[config.mk]
export PLATFORM = sky130hd
export DESIGN_NAME = pfeval_ctrl
export DESIGN_NICKNAME = d
export VERILOG_FILES = /design/src/rtl/core/pfeval_pkg.sv /design/src/rtl/core/pfeval_ctrl.sv
export SDC_FILE = /design/constraint.sdc
export NUM_CORES = 1
export LEC_CHECK = 0
export BUFFER_PORTS_ARGS = -buffer_cell sky130_fd_sc_hd__buf_2
export CORE_MARGIN = 10
export CORE_UTILIZATION = 55
export DETAILED_ROUTE_END_ITERATION = 16
export PLACE_DENSITY = 0.8
export RECOVER_POWER = 25
export SYNTH_ARGS = -nofsm -noshare
export SYNTH_HDL_FRONTEND = slang
export SYNTH_SLANG_ARGS = --single-unit
[constraint.sdc]
create_clock -name clock -period 2.5 [get_ports clock]
set_input_delay 0.375 -clock clock [delete_from_list [all_inputs] [get_ports clock]]
set_output_delay 0.375 -clock clock [all_outputs]
set_load 0.05 [all_outputs]
[src/rtl/core/pfeval_pkg.sv]
`timescale 1ns / 1ps

package pfeval_pkg;

   localparam int STORE_DEPTH_DEF = 64;
   localparam int WORD_W          = 32;
   localparam int NUM_W           = 31;
   localparam int REQ_DATA_W      = 40;
   localparam int REQ_USER_W      = 2;
   localparam int RSP_DATA_W      = 104;

   typedef logic [1:0] action_type;
   localparam action_type ACT_PUSH = 2'd0;
   localparam action_type ACT_OPER = 2'd1;
   localparam action_type ACT_EMIT = 2'd2;

   typedef logic [1:0] opcode_type;
   localparam opcode_type OPC_ADD = 2'd0;
   localparam opcode_type OPC_SUB = 2'd1;
   localparam opcode_type OPC_MUL = 2'd2;

   typedef logic [1:0] status_type;
   localparam status_type ST_OK    = 2'd0;
   localparam status_type ST_UNDER = 2'd1;
   localparam status_type ST_OVER  = 2'd2;

   typedef logic [4:0] dp_op_type;
   localparam dp_op_type DP_NOP       = 5'd0;
   localparam dp_op_type DP_LOAD      = 5'd1;
   localparam dp_op_type DP_ERR_OVER  = 5'd2;
   localparam dp_op_type DP_ERR_UNDER = 5'd3;
   localparam dp_op_type DP_PUSH_LF   = 5'd4;
   localparam dp_op_type DP_OP_RD1    = 5'd5;
   localparam dp_op_type DP_OP_RD2    = 5'd6;
   localparam dp_op_type DP_OP_RD3    = 5'd7;
   localparam dp_op_type DP_OP_HR     = 5'd8;
   localparam dp_op_type DP_OP_LW     = 5'd9;
   localparam dp_op_type DP_OP_FW     = 5'd10;
   localparam dp_op_type DP_OP_HV     = 5'd11;
   localparam dp_op_type DP_EM_CLR    = 5'd12;
   localparam dp_op_type DP_EM_RD     = 5'd13;
   localparam dp_op_type DP_EM_LT     = 5'd14;
   localparam dp_op_type DP_EM_OUT    = 5'd15;
   localparam dp_op_type DP_HP_START  = 5'd16;
   localparam dp_op_type DP_HP_LAST   = 5'd17;
   localparam dp_op_type DP_HP_LASTW  = 5'd18;
   localparam dp_op_type DP_HP_CHK    = 5'd19;
   localparam dp_op_type DP_HP_C1     = 5'd20;
   localparam dp_op_type DP_HP_C2     = 5'd21;
   localparam dp_op_type DP_HP_CMP    = 5'd22;
   localparam dp_op_type DP_HP_FIN    = 5'd23;
   localparam dp_op_type DP_HU_START  = 5'd24;
   localparam dp_op_type DP_HU_CHK    = 5'd25;
   localparam dp_op_type DP_HU_CMP    = 5'd26;
   localparam dp_op_type DP_HU_FIN    = 5'd27;

   typedef struct packed {
      dp_op_type op;
   } ctrl_cmd_type;

   typedef struct packed {
      action_type action;
      logic       full;
      logic       lt2;
      logic       empty;
      logic       c_end;
      logic       c2_ok;
      logic       stop_pop;
      logic       i_zero;
      logic       stop_push;
      logic       out_busy;
   } dp_status_type;

   function automatic logic [WORD_W-1:0] alu(input logic [WORD_W-1:0] a,
                                             input logic [WORD_W-1:0] b,
                                             input opcode_type op);
      logic [WORD_W-1:0] r;
      unique case (op)
         OPC_ADD: r = a + b;
         OPC_SUB: r = a - b;
         OPC_MUL: r = a * b;
         default: r = '0;
      endcase
      return r;
   endfunction

endpackage

[src/rtl/core/pfeval_ctrl.sv]
`timescale 1ns / 1ps

module pfeval_ctrl (
   input  logic                      clock,
   input  logic                      reset,
   input  logic                      req_tvalid,
   output logic                      req_tready,
   input  pfeval_pkg::dp_status_type sts,
   output pfeval_pkg::ctrl_cmd_type  cmd
);

   localparam logic [4:0] S_IDLE     = 5'd0;
   localparam logic [4:0] S_DISP     = 5'd1;
   localparam logic [4:0] S_OP_RD2   = 5'd2;
   localparam logic [4:0] S_OP_RD3   = 5'd3;
   localparam logic [4:0] S_OP_HR    = 5'd4;
   localparam logic [4:0] S_OP_LW    = 5'd5;
   localparam logic [4:0] S_OP_FW    = 5'd6;
   localparam logic [4:0] S_OP_HV    = 5'd7;
   localparam logic [4:0] S_EM_RD    = 5'd8;
   localparam logic [4:0] S_EM_LT    = 5'd9;
   localparam logic [4:0] S_EM_OUT   = 5'd10;
   localparam logic [4:0] S_HP_START = 5'd11;
   localparam logic [4:0] S_HP_LAST  = 5'd12;
   localparam logic [4:0] S_HP_LASTW = 5'd13;
   localparam logic [4:0] S_HP_CHK   = 5'd14;
   localparam logic [4:0] S_HP_C1    = 5'd15;
   localparam logic [4:0] S_HP_C2    = 5'd16;
   localparam logic [4:0] S_HP_CMP   = 5'd17;
   localparam logic [4:0] S_HP_FIN   = 5'd18;
   localparam logic [4:0] S_HU_START = 5'd19;
   localparam logic [4:0] S_HU_CHK   = 5'd20;
   localparam logic [4:0] S_HU_CMP   = 5'd21;
   localparam logic [4:0] S_HU_FIN   = 5'd22;

   logic [4:0] state_ff, state_in, ret_ff, ret_in;

   assign req_tready = state_ff == S_IDLE;

   always_comb begin
      state_in = state_ff;
      ret_in   = ret_ff;
      cmd.op   = pfeval_pkg::DP_NOP;
      case (state_ff)
         S_IDLE: begin
            if (req_tvalid) begin
               cmd.op   = pfeval_pkg::DP_LOAD;
               state_in = S_DISP;
            end
         end
         S_DISP: begin
            unique case (sts.action)
               pfeval_pkg::ACT_PUSH: begin
                  if (sts.full) begin
                     cmd.op   = pfeval_pkg::DP_ERR_OVER;
                     state_in = S_IDLE;
                  end else begin
                     cmd.op   = pfeval_pkg::DP_PUSH_LF;
                     state_in = S_HU_START;
                  end
               end
               pfeval_pkg::ACT_OPER: begin
                  if (sts.lt2) begin
                     cmd.op   = pfeval_pkg::DP_ERR_UNDER;
                     state_in = S_IDLE;
                  end else begin
                     cmd.op   = pfeval_pkg::DP_OP_RD1;
                     state_in = S_OP_RD2;
                  end
               end
               pfeval_pkg::ACT_EMIT: begin
                  cmd.op   = pfeval_pkg::DP_EM_CLR;
                  state_in = sts.empty ? S_EM_OUT : S_EM_RD;
               end
               default: state_in = S_IDLE;
            endcase
         end
         S_OP_RD2: begin
            cmd.op   = pfeval_pkg::DP_OP_RD2;
            state_in = S_OP_RD3;
         end
         S_OP_RD3: begin
            cmd.op   = pfeval_pkg::DP_OP_RD3;
            state_in = S_HP_START;
            ret_in   = S_OP_HR;
         end
         S_OP_HR: begin
            cmd.op   = pfeval_pkg::DP_OP_HR;
            state_in = S_HP_START;
            ret_in   = S_OP_LW;
         end
         S_OP_LW: begin
            cmd.op   = pfeval_pkg::DP_OP_LW;
            state_in = S_OP_FW;
         end
         S_OP_FW: begin
            cmd.op   = pfeval_pkg::DP_OP_FW;
            state_in = S_OP_HV;
         end
         S_OP_HV: begin
            cmd.op   = pfeval_pkg::DP_OP_HV;
            state_in = S_HU_START;
         end
         S_EM_RD: begin
            cmd.op   = pfeval_pkg::DP_EM_RD;
            state_in = S_EM_LT;
         end
         S_EM_LT: begin
            cmd.op   = pfeval_pkg::DP_EM_LT;
            state_in = S_HP_START;
            ret_in   = S_EM_OUT;
         end
         S_EM_OUT: begin
            cmd.op = pfeval_pkg::DP_EM_OUT;
            if (!sts.out_busy) state_in = S_IDLE;
         end
         S_HP_START: begin
            cmd.op   = pfeval_pkg::DP_HP_START;
            state_in = S_HP_LAST;
         end
         S_HP_LAST: begin
            cmd.op   = pfeval_pkg::DP_HP_LAST;
            state_in = S_HP_LASTW;
         end
         S_HP_LASTW: begin
            cmd.op   = pfeval_pkg::DP_HP_LASTW;
            state_in = S_HP_CHK;
         end
         S_HP_CHK: begin
            cmd.op   = pfeval_pkg::DP_HP_CHK;
            state_in = sts.c_end ? S_HP_FIN : S_HP_C1;
         end
         S_HP_C1: begin
            cmd.op   = pfeval_pkg::DP_HP_C1;
            state_in = sts.c2_ok ? S_HP_C2 : S_HP_CMP;
         end
         S_HP_C2: begin
            cmd.op   = pfeval_pkg::DP_HP_C2;
            state_in = S_HP_CMP;
         end
         S_HP_CMP: begin
            cmd.op   = pfeval_pkg::DP_HP_CMP;
            state_in = sts.stop_pop ? S_HP_FIN : S_HP_CHK;
         end
         S_HP_FIN: begin
            cmd.op   = pfeval_pkg::DP_HP_FIN;
            state_in = ret_ff;
         end
         S_HU_START: begin
            cmd.op   = pfeval_pkg::DP_HU_START;
            state_in = S_HU_CHK;
         end
         S_HU_CHK: begin
            cmd.op   = pfeval_pkg::DP_HU_CHK;
            state_in = sts.i_zero ? S_HU_FIN : S_HU_CMP;
         end
         S_HU_CMP: begin
            cmd.op   = pfeval_pkg::DP_HU_CMP;
            state_in = sts.stop_push ? S_HU_FIN : S_HU_CHK;
         end
         S_HU_FIN: begin
            cmd.op   = pfeval_pkg::DP_HU_FIN;
            state_in = S_IDLE;
         end
         default: state_in = S_IDLE;
      endcase
   end

   always_ff @(posedge clock) begin
      if (reset) begin
         state_ff <= S_IDLE;
         ret_ff   <= S_IDLE;
      end else begin
         state_ff <= state_in;
         ret_ff   <= ret_in;
      end
   end

endmodule

### Yosys cells after proc, flatten, opt, wreduce, memory -nomap -nowiden

Cells that the tools add are included.
W data, S select, Z words.

| cells by class | value |
|---|---|
| equality and inequality tests | 26 |
| reductions and logical operators | 5 |
| muxes and demuxes | 18 |

Operators with widths:

| kind | count |
|---|---|
| $pmux W5 S23 | 1 |
| $pmux W5 S20 | 1 |
| $eq A5 B4 Y1 const B | 8 |
| $eq A5 B5 Y1 const B | 7 |
| $pmux W5 S3 | 2 |
| $mux W5 | 5 |
| $eq A5 B3 Y1 const B | 4 |
| $pmux W4 S3 | 1 |
| $eq A5 B2 Y1 const B | 2 |
| $mux W2 | 4 |
| $mux W3 | 2 |
| $eq A5 B1 Y1 const B | 1 |
| $logic_not A5 Y1 | 1 |
| $ne A2 B2 Y1 const B | 2 |
| $reduce_bool A3 Y1 | 1 |
| $reduce_or A3 Y1 | 1 |
| $eq A2 B1 Y1 const B | 1 |
| $eq A2 B2 Y1 const B | 1 |
| $logic_not A2 Y1 | 1 |
| $mux W1 | 2 |
| $reduce_and A2 Y1 | 1 |

| word-level totals | value |
|---|---|
| input port bits | 14 |
| bits in registers | 10 |
| logic and storage cells | 51 |
| output and inout bits | 6 |

### Longest topological paths before layout

Gate-level depths: netlist (run 1).

| depth | value |
|---|---|
| depth in word-level cells | 3 |
| gate-level depth with buffers | 7 |

### Worst setup path before layout (run 1)

Ideal clock, no wire load.

| timing path | value |
|---|---|
| path type | register -> output |
| start | register state_ff[0] |
| end | output req_tready |
| cell stages (with the launch flop) | 5 |
| path buffers | 3 |
| slack | 255 ps |
| arrival time | 1870 ps |
| data required time | 2125 ps |
| cells stage by stage | dfxtp_1 -> buf_2 -> buf_2 -> buf_2 -> nor3_1 |

| between the ends | value |
|---|---|
| cells in the longest elaborated chain, start to end | 1 |

Ends and longest elaborated chain:

| item | line | text |
|---|---|---|
| start, declared | pfeval_ctrl.sv:36 | `logic [4:0] state_ff, state_in, ret_ff, ret_in;` |
| start signal, assigned | pfeval_ctrl.sv:174 | `state_ff <= state_in;` |
| $logic_not A5 Y1 | pfeval_ctrl.sv:38 | `assign req_tready = state_ff == S_IDLE;` |
| end, declared | pfeval_ctrl.sv:7 | `output logic req_tready,` |

Every way passes these cells.

==> results.txt, run 1 <==
By count the netlist is led by sky130_fd_sc_hd__nor2_1 (17), sky130_fd_sc_hd__nand2b_1 (14), sky130_fd_sc_hd__buf_2 (11), sky130_fd_sc_hd__nand2_1 (9), sky130_fd_sc_hd__o21ai_0 (9). The required time reported for the critical path endpoint is 2.12 ns. The final-report setup violation count is 0. The part of the cycle the worst path needs is between 90% and 100%. The floorplan step defined a core boundary enclosing between 1500 and 2000 sq um.

Summed over its instances, the top area cell type makes up 15.9% of the synthesized netlist area. The peak supply drop came out at ~0.00043 V. The cell area power density is 631 nW/um^2. 0 antenna diodes ended up in the layout. The total of buffers placed on input and output ports came out at 19. For this design the top-level I/O count stands at 20. The worst register-to-register path ends at state_ff[3]. Sorting the synthesized cells by area gives the leading types as sky130_fd_sc_hd__dfxtp_1 (16%), sky130_fd_sc_hd__nand2b_1 (8.7%), sky130_fd_sc_hd__nor2_1 (6.3%). The clock latency on the worst-skew pair is ~0.26 ns. The number of hold-slack violations in the final timing report is 0. The worst hold path begins at reset. The share of the yosys chip area belonging to registers came out at between 10% and 20%.

The number of cells on the worst reg-to-reg path is 5. The number of nets in the finished design came out at ~170. Summed over all layers, the global routing overflow is 0. Setup repair after global routing left no endpoint under its margin. Row generation in the floorplan step produced 15 rows. The number of instances in the synthesized netlist is approximately 140.

The data arrival time of the critical path is 2.02 ns. On the final layout, the worst clock skew is around 0.0050 ns. The wire length of the first global-routing pass is 4720 um. The die width came out at approximately 63 um. The total number of vias came out at 1161. In this run the worst hold path is classified as in -> reg. Counting instances, the worst hold path has a depth of 2. The pin slew with the least headroom to its limit came out at between 0.4 and 0.5 ns. The library cell with the highest instance count after synthesis is sky130_fd_sc_hd__nor2_1. For this configuration, the core starts out at a cell density of roughly three fifths. Synthesis produced a netlist with a net count of around 160. The first detailed-routing pass ran for 4 iterations. The critical path is of the reg -> out type. TritonCTS built the clock tree. The count of cell types in the netlist is 48. The die outline area is about 4000 sq um. The cts-stage hold buffer count is 0.

The area growth from synthesis to layout is 13.5%. The run finished with clean final reports. The average vias per placed instance is 6.34. The cell area that synthesis handed to floorplanning was about 1000 sq um.

The worst reg2reg path startpoint is state_ff[1]. The async set-or-reset flop fraction in the synthesized netlist is 0%. The fraction of layout instances using a drive strength above 1 came out at a little under a quarter.

The number of remaining DRC errors came out at 0. Counting flops and latches in the post-synthesis netlist gives 8. After layout, the minimum clock period comes to about 2.4 ns. The tree built by TritonCTS fans out to 8 sinks. The number of global-route vias before repair is 1052. The number of enable flip-flop cells after synthesis is 0.

The final setup TNS is 0 ns. The floorplan die height came out at around 63 um. The most used flip-flop cell after synthesis is sky130_fd_sc_hd__dfxtp_1. The quantity of gates resized following cts is 0. The number of levels in the clock H-tree came out at 1. The number of setup buffers added after CTS is 0. The most area-hungry cell type in the Yosys netlist is sky130_fd_sc_hd__dfxtp_1.

The relative slew slack came out at a little over two thirds. The number of buffers added by the clock tree synthesis step came out at 3. The leakage power total is 0.400 nW. The worst setup path is launched from a flop. Summing internal, switching and leakage power gives about 0.0007 W. The all-layer global routing usage came out at 13.8%. STA classifies the critical path endpoint as a primary output. The routed wirelength normalized by instance count came out at ~16 um.

The highest clock rate is 0.418 GHz. The max-slew violation total from the final report came to 0. The number of violations of the max-capacitance limit is 0. The routability congestion estimate came out at about 0.9.

Entering global routing, the biggest net connects 27 pins. The worst-case clock buffer depth is 2. The detailed router finished its first iteration with between 70 and 80 violations.

The sum of routed wire length over all layers is around 3000 um. The largest fanout of any net on the critical path came out at 11. The post-detailed-placement half-perimeter wirelength came out at ~2200 um. The initial antenna violation count was 0. The worst reg-to-reg setup slack is roughly 0.64 ns. After clock tree synthesis, the clock-pin slew on the worst setup and hold paths is roughly 0.06 ns. The tree is rooted in a sky130_fd_sc_hd__clkbuf_4.

The total number of yosys warnings came out at 0. The average instance area after synthesis is 7.09 sq um. The worst hold path terminates at ret_ff[0]. The post-route antenna net violation count came out at 0.
how the worst max path moves through the flow:
stage | start | endpoint | slack (ns) | depth (start not counted)
after floorplan | state_ff[0] | req_tready | 0.25 | 4
after global routing | state_ff[1] | cmd[2] | 0.01 | 7
after CTS | state_ff[4] | cmd[0] | 0.10 | 5
final | state_ff[1] | cmd[0] | 0.11 | 4
after detailed placement | state_ff[4] | cmd[0] | 0.37 | 5
after global placement | state_ff[4] | cmd[0] | 0.43 | 5
layout make-up:
cell class	count	area, sq um
fill	171	583
clock buffer	3	22.5
sequential	8	161
multi-input combinational	115	754
timing repair buffer	27	155
inverter	5	18.8
tap	25	31.3
where the power goes:
| part | switching, W | leakage (nW) | internal [W] | total [W] |
|---|---|---|---|---|
| Combinational | 0.000307 | 0.320 | 0.000154 | 0.000461 |
| Clock | 0.0000458 | 0.0138 | 0.0000550 | 0.000101 |
| Sequential | 0.0000179 | 0.0654 | 0.000141 | 0.000159 |
| Total | 0.000371 | 0.400 | 0.000351 | 0.000721 |
critical path, stage by stage (launching register included):
cell and delay [ns]:
sky130_fd_sc_hd__dfxtp_1 0.42, sky130_fd_sc_hd__or3_1 0.47, sky130_fd_sc_hd__nor4b_2 0.39, sky130_fd_sc_hd__a221o_1 0.22, sky130_fd_sc_hd__buf_2 0.26
stage by stage:
step	util (%)	hold WS (ns)	area [sq um]	cells	setup WS (ns)
2_1_floorplan	-	0.436	1010	142	0.255
3_3_place_gp	64.9	0.459	1120	180	0.429
3_5_place_dp	64.9	0.464	1120	180	0.375
4_1_cts	66.2	0.371	1140	183	0.103
5_1_grt	66.2	0.390	1140	183	0.0138
6_report	66.2	0.373	1140	183	0.109
cells by family after synthesis:
kind of cell / synth area share [%]
xor gates and xnor gates: 0.870
and+or+nand+nor: 37.5
AOI/OAI and AO/OA: 35.5
DFF: 15.9
muxes: 0.994
buffers and inverters: 9.19
routing by layer:
layer	track usage [%]	part of all wire, %	vias to the layer above
met5	0	0	-
met1	16.3	41	530
li1	-	-	566
met2	24.6	49	61
met3	3.41	8.3	4
met4	2.51	0.77	0
registers in the layout, indices dropped and copies added (netlist names):
| signal | count |
|---|---|
| state_ff | 5 |
| ret_ff | 3 |
cell usage in the layout, fill, tap and decap left out, types with 2 or more instances in the layout:
cell                         n
sky130_fd_sc_hd__o211ai_1    2
sky130_fd_sc_hd__buf_2      19
sky130_fd_sc_hd__nand2_1     9
sky130_fd_sc_hd__o21ai_1     2
sky130_fd_sc_hd__nor2_1     17
sky130_fd_sc_hd__nor3b_1     3
sky130_fd_sc_hd__or3_1       4
sky130_fd_sc_hd__a311oi_1    2
sky130_fd_sc_hd__clkbuf_4    3
sky130_fd_sc_hd__nand2b_1   14
sky130_fd_sc_hd__nor2b_1     2
sky130_fd_sc_hd__nand3_1     2
sky130_fd_sc_hd__nand4bb_1   3
sky130_fd_sc_hd__a21oi_1     7
sky130_fd_sc_hd__a32oi_1     2
sky130_fd_sc_hd__dfxtp_1     7
sky130_fd_sc_hd__a21o_1      2
sky130_fd_sc_hd__inv_1       5
sky130_fd_sc_hd__a31oi_1     3
sky130_fd_sc_hd__a2111oi_0   2
sky130_fd_sc_hd__o21ai_0     9
sky130_fd_sc_hd__o22ai_1     3
sky130_fd_sc_hd__nor3_1      3
sky130_fd_sc_hd__buf_4       8
Note: power is estimated with default switching activity, not from simulation.
==> run 2, diff against run 1 <==
CORE_MARGIN = 2   (was 10)
==> results.txt, run 2 (synthesis gave the netlist of run 1 again) <==
The wire length of the first global-routing pass came to 4400 um (was 4720 um). Leading cell types in the layout, fill and taps excluded: sky130_fd_sc_hd__buf_2 (19), sky130_fd_sc_hd__nor2_1 (17), sky130_fd_sc_hd__nand2b_1 (14) (unchanged). The relative slew slack is 60.7% (was 70.8%).

The detailed-router iteration count before antenna repair came to 4 (unchanged). The required time reported for the critical path endpoint came out at 2.12 ns (about the same). The post-route antenna net violation count came out at 0 (unchanged). The quantity of gates resized following cts is 0 (unchanged). The largest fanout of any net on the critical path was 16 (was 11). The cell internal power dissipation came out at 0.000338 W (was 0.000351 W). The met2 usage in global routing came to 48.8% (was 24.6%). The met1 usage in global routing came out at 35.9% (was 16.3%). The number of setup buffers added after CTS is 0 (unchanged). The number of cell rows is 15 (unchanged). The number of buffers added by the clock tree synthesis step came out at 3 (unchanged). The peak-usage layer in the global routing report is met2 (unchanged).

The number of violations of the max-capacitance limit was 0 (unchanged). The depth of the most critical reg-to-reg path came out at 5 (unchanged). The non-filler instance count after layout came out at 181 (was 183). The number of hold-slack violations in the final timing report is 0 (unchanged).

The TritonCTS clock tree is built (unchanged). The routability congestion estimate came to 0.954 (was 0.904). The count of routing violations after the opening detailed-route iteration came out at 71 (was 75). The number of global-route vias before repair came out at 995 (was 1052). The peak supply drop is 0.000508 V (was 0.000426 V). The end point of the worst hold path was ret_ff[1] (was ret_ff[0]). The final design area excluding fillers came out at 1120 sq um (was 1140 sq um).

The met3 routing resource usage after global routing is 7.31% (was 3.41%). The highest clock rate came out at 0.431 GHz (was 0.418 GHz). The number of nets in the finished design is 172 (was 174). The portion of total power attributed to sequential cells was 23.1% (was 22.1%).

The total of buffers placed on input and output ports came out at 19 (unchanged). The switching share of power came out at 51.7% (was 51.4%). The proportion of power drawn by combinational gates was 63.0% (was 64.0%).

The max-slew violation total from the final report is 0 (unchanged). The die outline area is 2190 sq um (was 3940 sq um). The number of placed instances, taps included came to 178 (was 180).

The average vias per placed instance is 6.45 (was 6.34). The total grt overflow is 0 (unchanged). The count of inserted antenna diode cells is 0 (unchanged). The final setup skew is 0.00284 ns (was 0.00495 ns). The clock-pin slew on the worst setup and hold paths is 0.05 ns (was 0.06 ns). The placed instance area is 1100 sq um (was 1120 sq um). The leakage power total came out at 0.386 nW (was 0.400 nW). The all-layer global routing usage is 27.8% (was 13.8%). The area of the core is 1730 sq um (unchanged). The type of element launching the critical path is a flop (unchanged). The cell depth of the worst hold path came out at 2 (unchanged). The post-detailed-placement half-perimeter wirelength is 1960 um (was 2240 um).

Top Registers: state_ff x5, ret_ff x3 (unchanged). The fraction of layout instances using a drive strength above 1 is 20.5% (was 22.8%). Setup repair after global routing missed its margin: no (unchanged). The part of the cycle the worst path needs is 92.8% (was 95.6%).

The worst hold path class is in -> reg (unchanged). The final setup TNS came out at 0 ns (unchanged). The data arrival time of the critical path is 1.95 ns (was 2.02 ns). The cell area power density is 623 nW/um^2 (was 631 nW/um^2). The kind of end point of the critical path is a primary output (unchanged). The worst hold slack after final layout came out at 0.382 ns (was 0.373 ns). The number of levels in the clock H-tree is 1 (unchanged).

The sum of routed wire length over all layers is 2680 um (was 2990 um). The power share of the clock group came out at 14.0% (about the same). The clock period minus worst slack is 2.32 ns (was 2.39 ns).

The worst reg-to-reg setup slack is 0.60 ns (was 0.64 ns). The area growth from synthesis to layout is 11.6% (was 13.5%). The switching power was 0.000362 W (was 0.000371 W). The number of remaining DRC errors was 0 (unchanged). The die width came to 46.8 um (was 62.8 um). The pin slew with the least headroom to its limit is 0.588 ns (was 0.434 ns). The initial antenna violation count was 0 (unchanged). The number of sinks driven by the clock tree is 8 (unchanged). Status: finished clean (unchanged). The worst slack at placement came out at 0.482 ns (was 0.375 ns). The routed wirelength normalized by instance count is 14.8 um (was 16.3 um).

The floorplan die height is 46.8 um (was 62.8 um). The worst-case clock buffer depth is 2 (unchanged). The register with the most flip-flops is state_ff (unchanged). The number of flip-flops in the largest register came out at 5 (unchanged).

The minimum setup slack in the final design is 0.180 ns (was 0.109 ns). The largest net degree at the start of global routing is 31 (was 27). The worst reg2reg path startpoint is state_ff[2] (was state_ff[1]). The total number of vias came out at 1167 (was 1161). The final-report setup violation count is 0 (unchanged). The most frequent standard cell in the layout excluding fill and tap cells is sky130_fd_sc_hd__buf_2 (unchanged). The cts-stage hold buffer count was 0 (unchanged). The category of the most critical setup path is reg -> out (unchanged). The capturing point of the worst reg2reg path is state_ff[3] (unchanged).

The I/O pin count was 20 (unchanged). The start point of the worst hold path is reset (unchanged). The clock latency on the worst-skew pair is 0.25 ns (was 0.26 ns). The effective utilization at floorplan is 58.3% (unchanged). The clock root buffer is sky130_fd_sc_hd__clkbuf_4 (unchanged).
## run 2: stage by stage
stage | util (%) | total power [W]
after floorplan | - | 0.000507
after global placement | 64.0 | 0.000596
after detailed placement | 64.0 | 0.000604
after CTS | 65.3 | 0.000704
after global routing | 65.1 | 0.000745
final | 65.1 | 0.000700
## run 2: layout make-up
type / count / area [sq um]
Multi-Input combinational cell: 115 / 754
Fill cell: 165 / 603
Sequential cell: 8 / 160
Timing Repair Buffer: 25 / 136
Tap cell: 25 / 31.3
Clock buffer: 3 / 22.5
Inverter: 5 / 18.8
## run 2: power groups by stage
| stage | clock [W] | combinational (W) | sequential, W |
|---|---|---|---|
| after floorplan | 0 | 0.000354 | 0.000154 |
| after CTS | 0.000101 | 0.000442 | 0.000161 |
| after global placement | 0 | 0.000433 | 0.000163 |
| final | 0.0000978 | 0.000441 | 0.000161 |
| after global routing | 0.000107 | 0.000474 | 0.000164 |
| after detailed placement | 0 | 0.000441 | 0.000164 |
## run 2: routing by layer
layer | up-vias | part of all wire [%]
met1 | 531 | 41
met2 | 71 | 48
met4 | 0 | 0.78
met5 | - | 0
met3 | 2 | 9.4
li1 | 563 | -
## run 2: how the worst max path moves through the flow
stage	from	endpoint	slack [ns]	cells past startpoint
after floorplan	state_ff[0]	req_tready	0.25	4
final	state_ff[4]	cmd[3]	0.18	6
after global routing	state_ff[4]	cmd[3]	0.06	6
after global placement	state_ff[4]	cmd[0]	0.53	4
after detailed placement	state_ff[4]	cmd[3]	0.48	6
after CTS	state_ff[4]	cmd[3]	0.21	6
## run 2: worst max-delay path, cell delays in order (launching register included)
cell                       delay [ns]
sky130_fd_sc_hd__dfxtp_1         0.51
sky130_fd_sc_hd__buf_4           0.27
sky130_fd_sc_hd__nor2b_1         0.24
sky130_fd_sc_hd__a22o_1          0.17
sky130_fd_sc_hd__a21boi_1        0.06
sky130_fd_sc_hd__o22ai_1         0.14
sky130_fd_sc_hd__buf_2           0.28
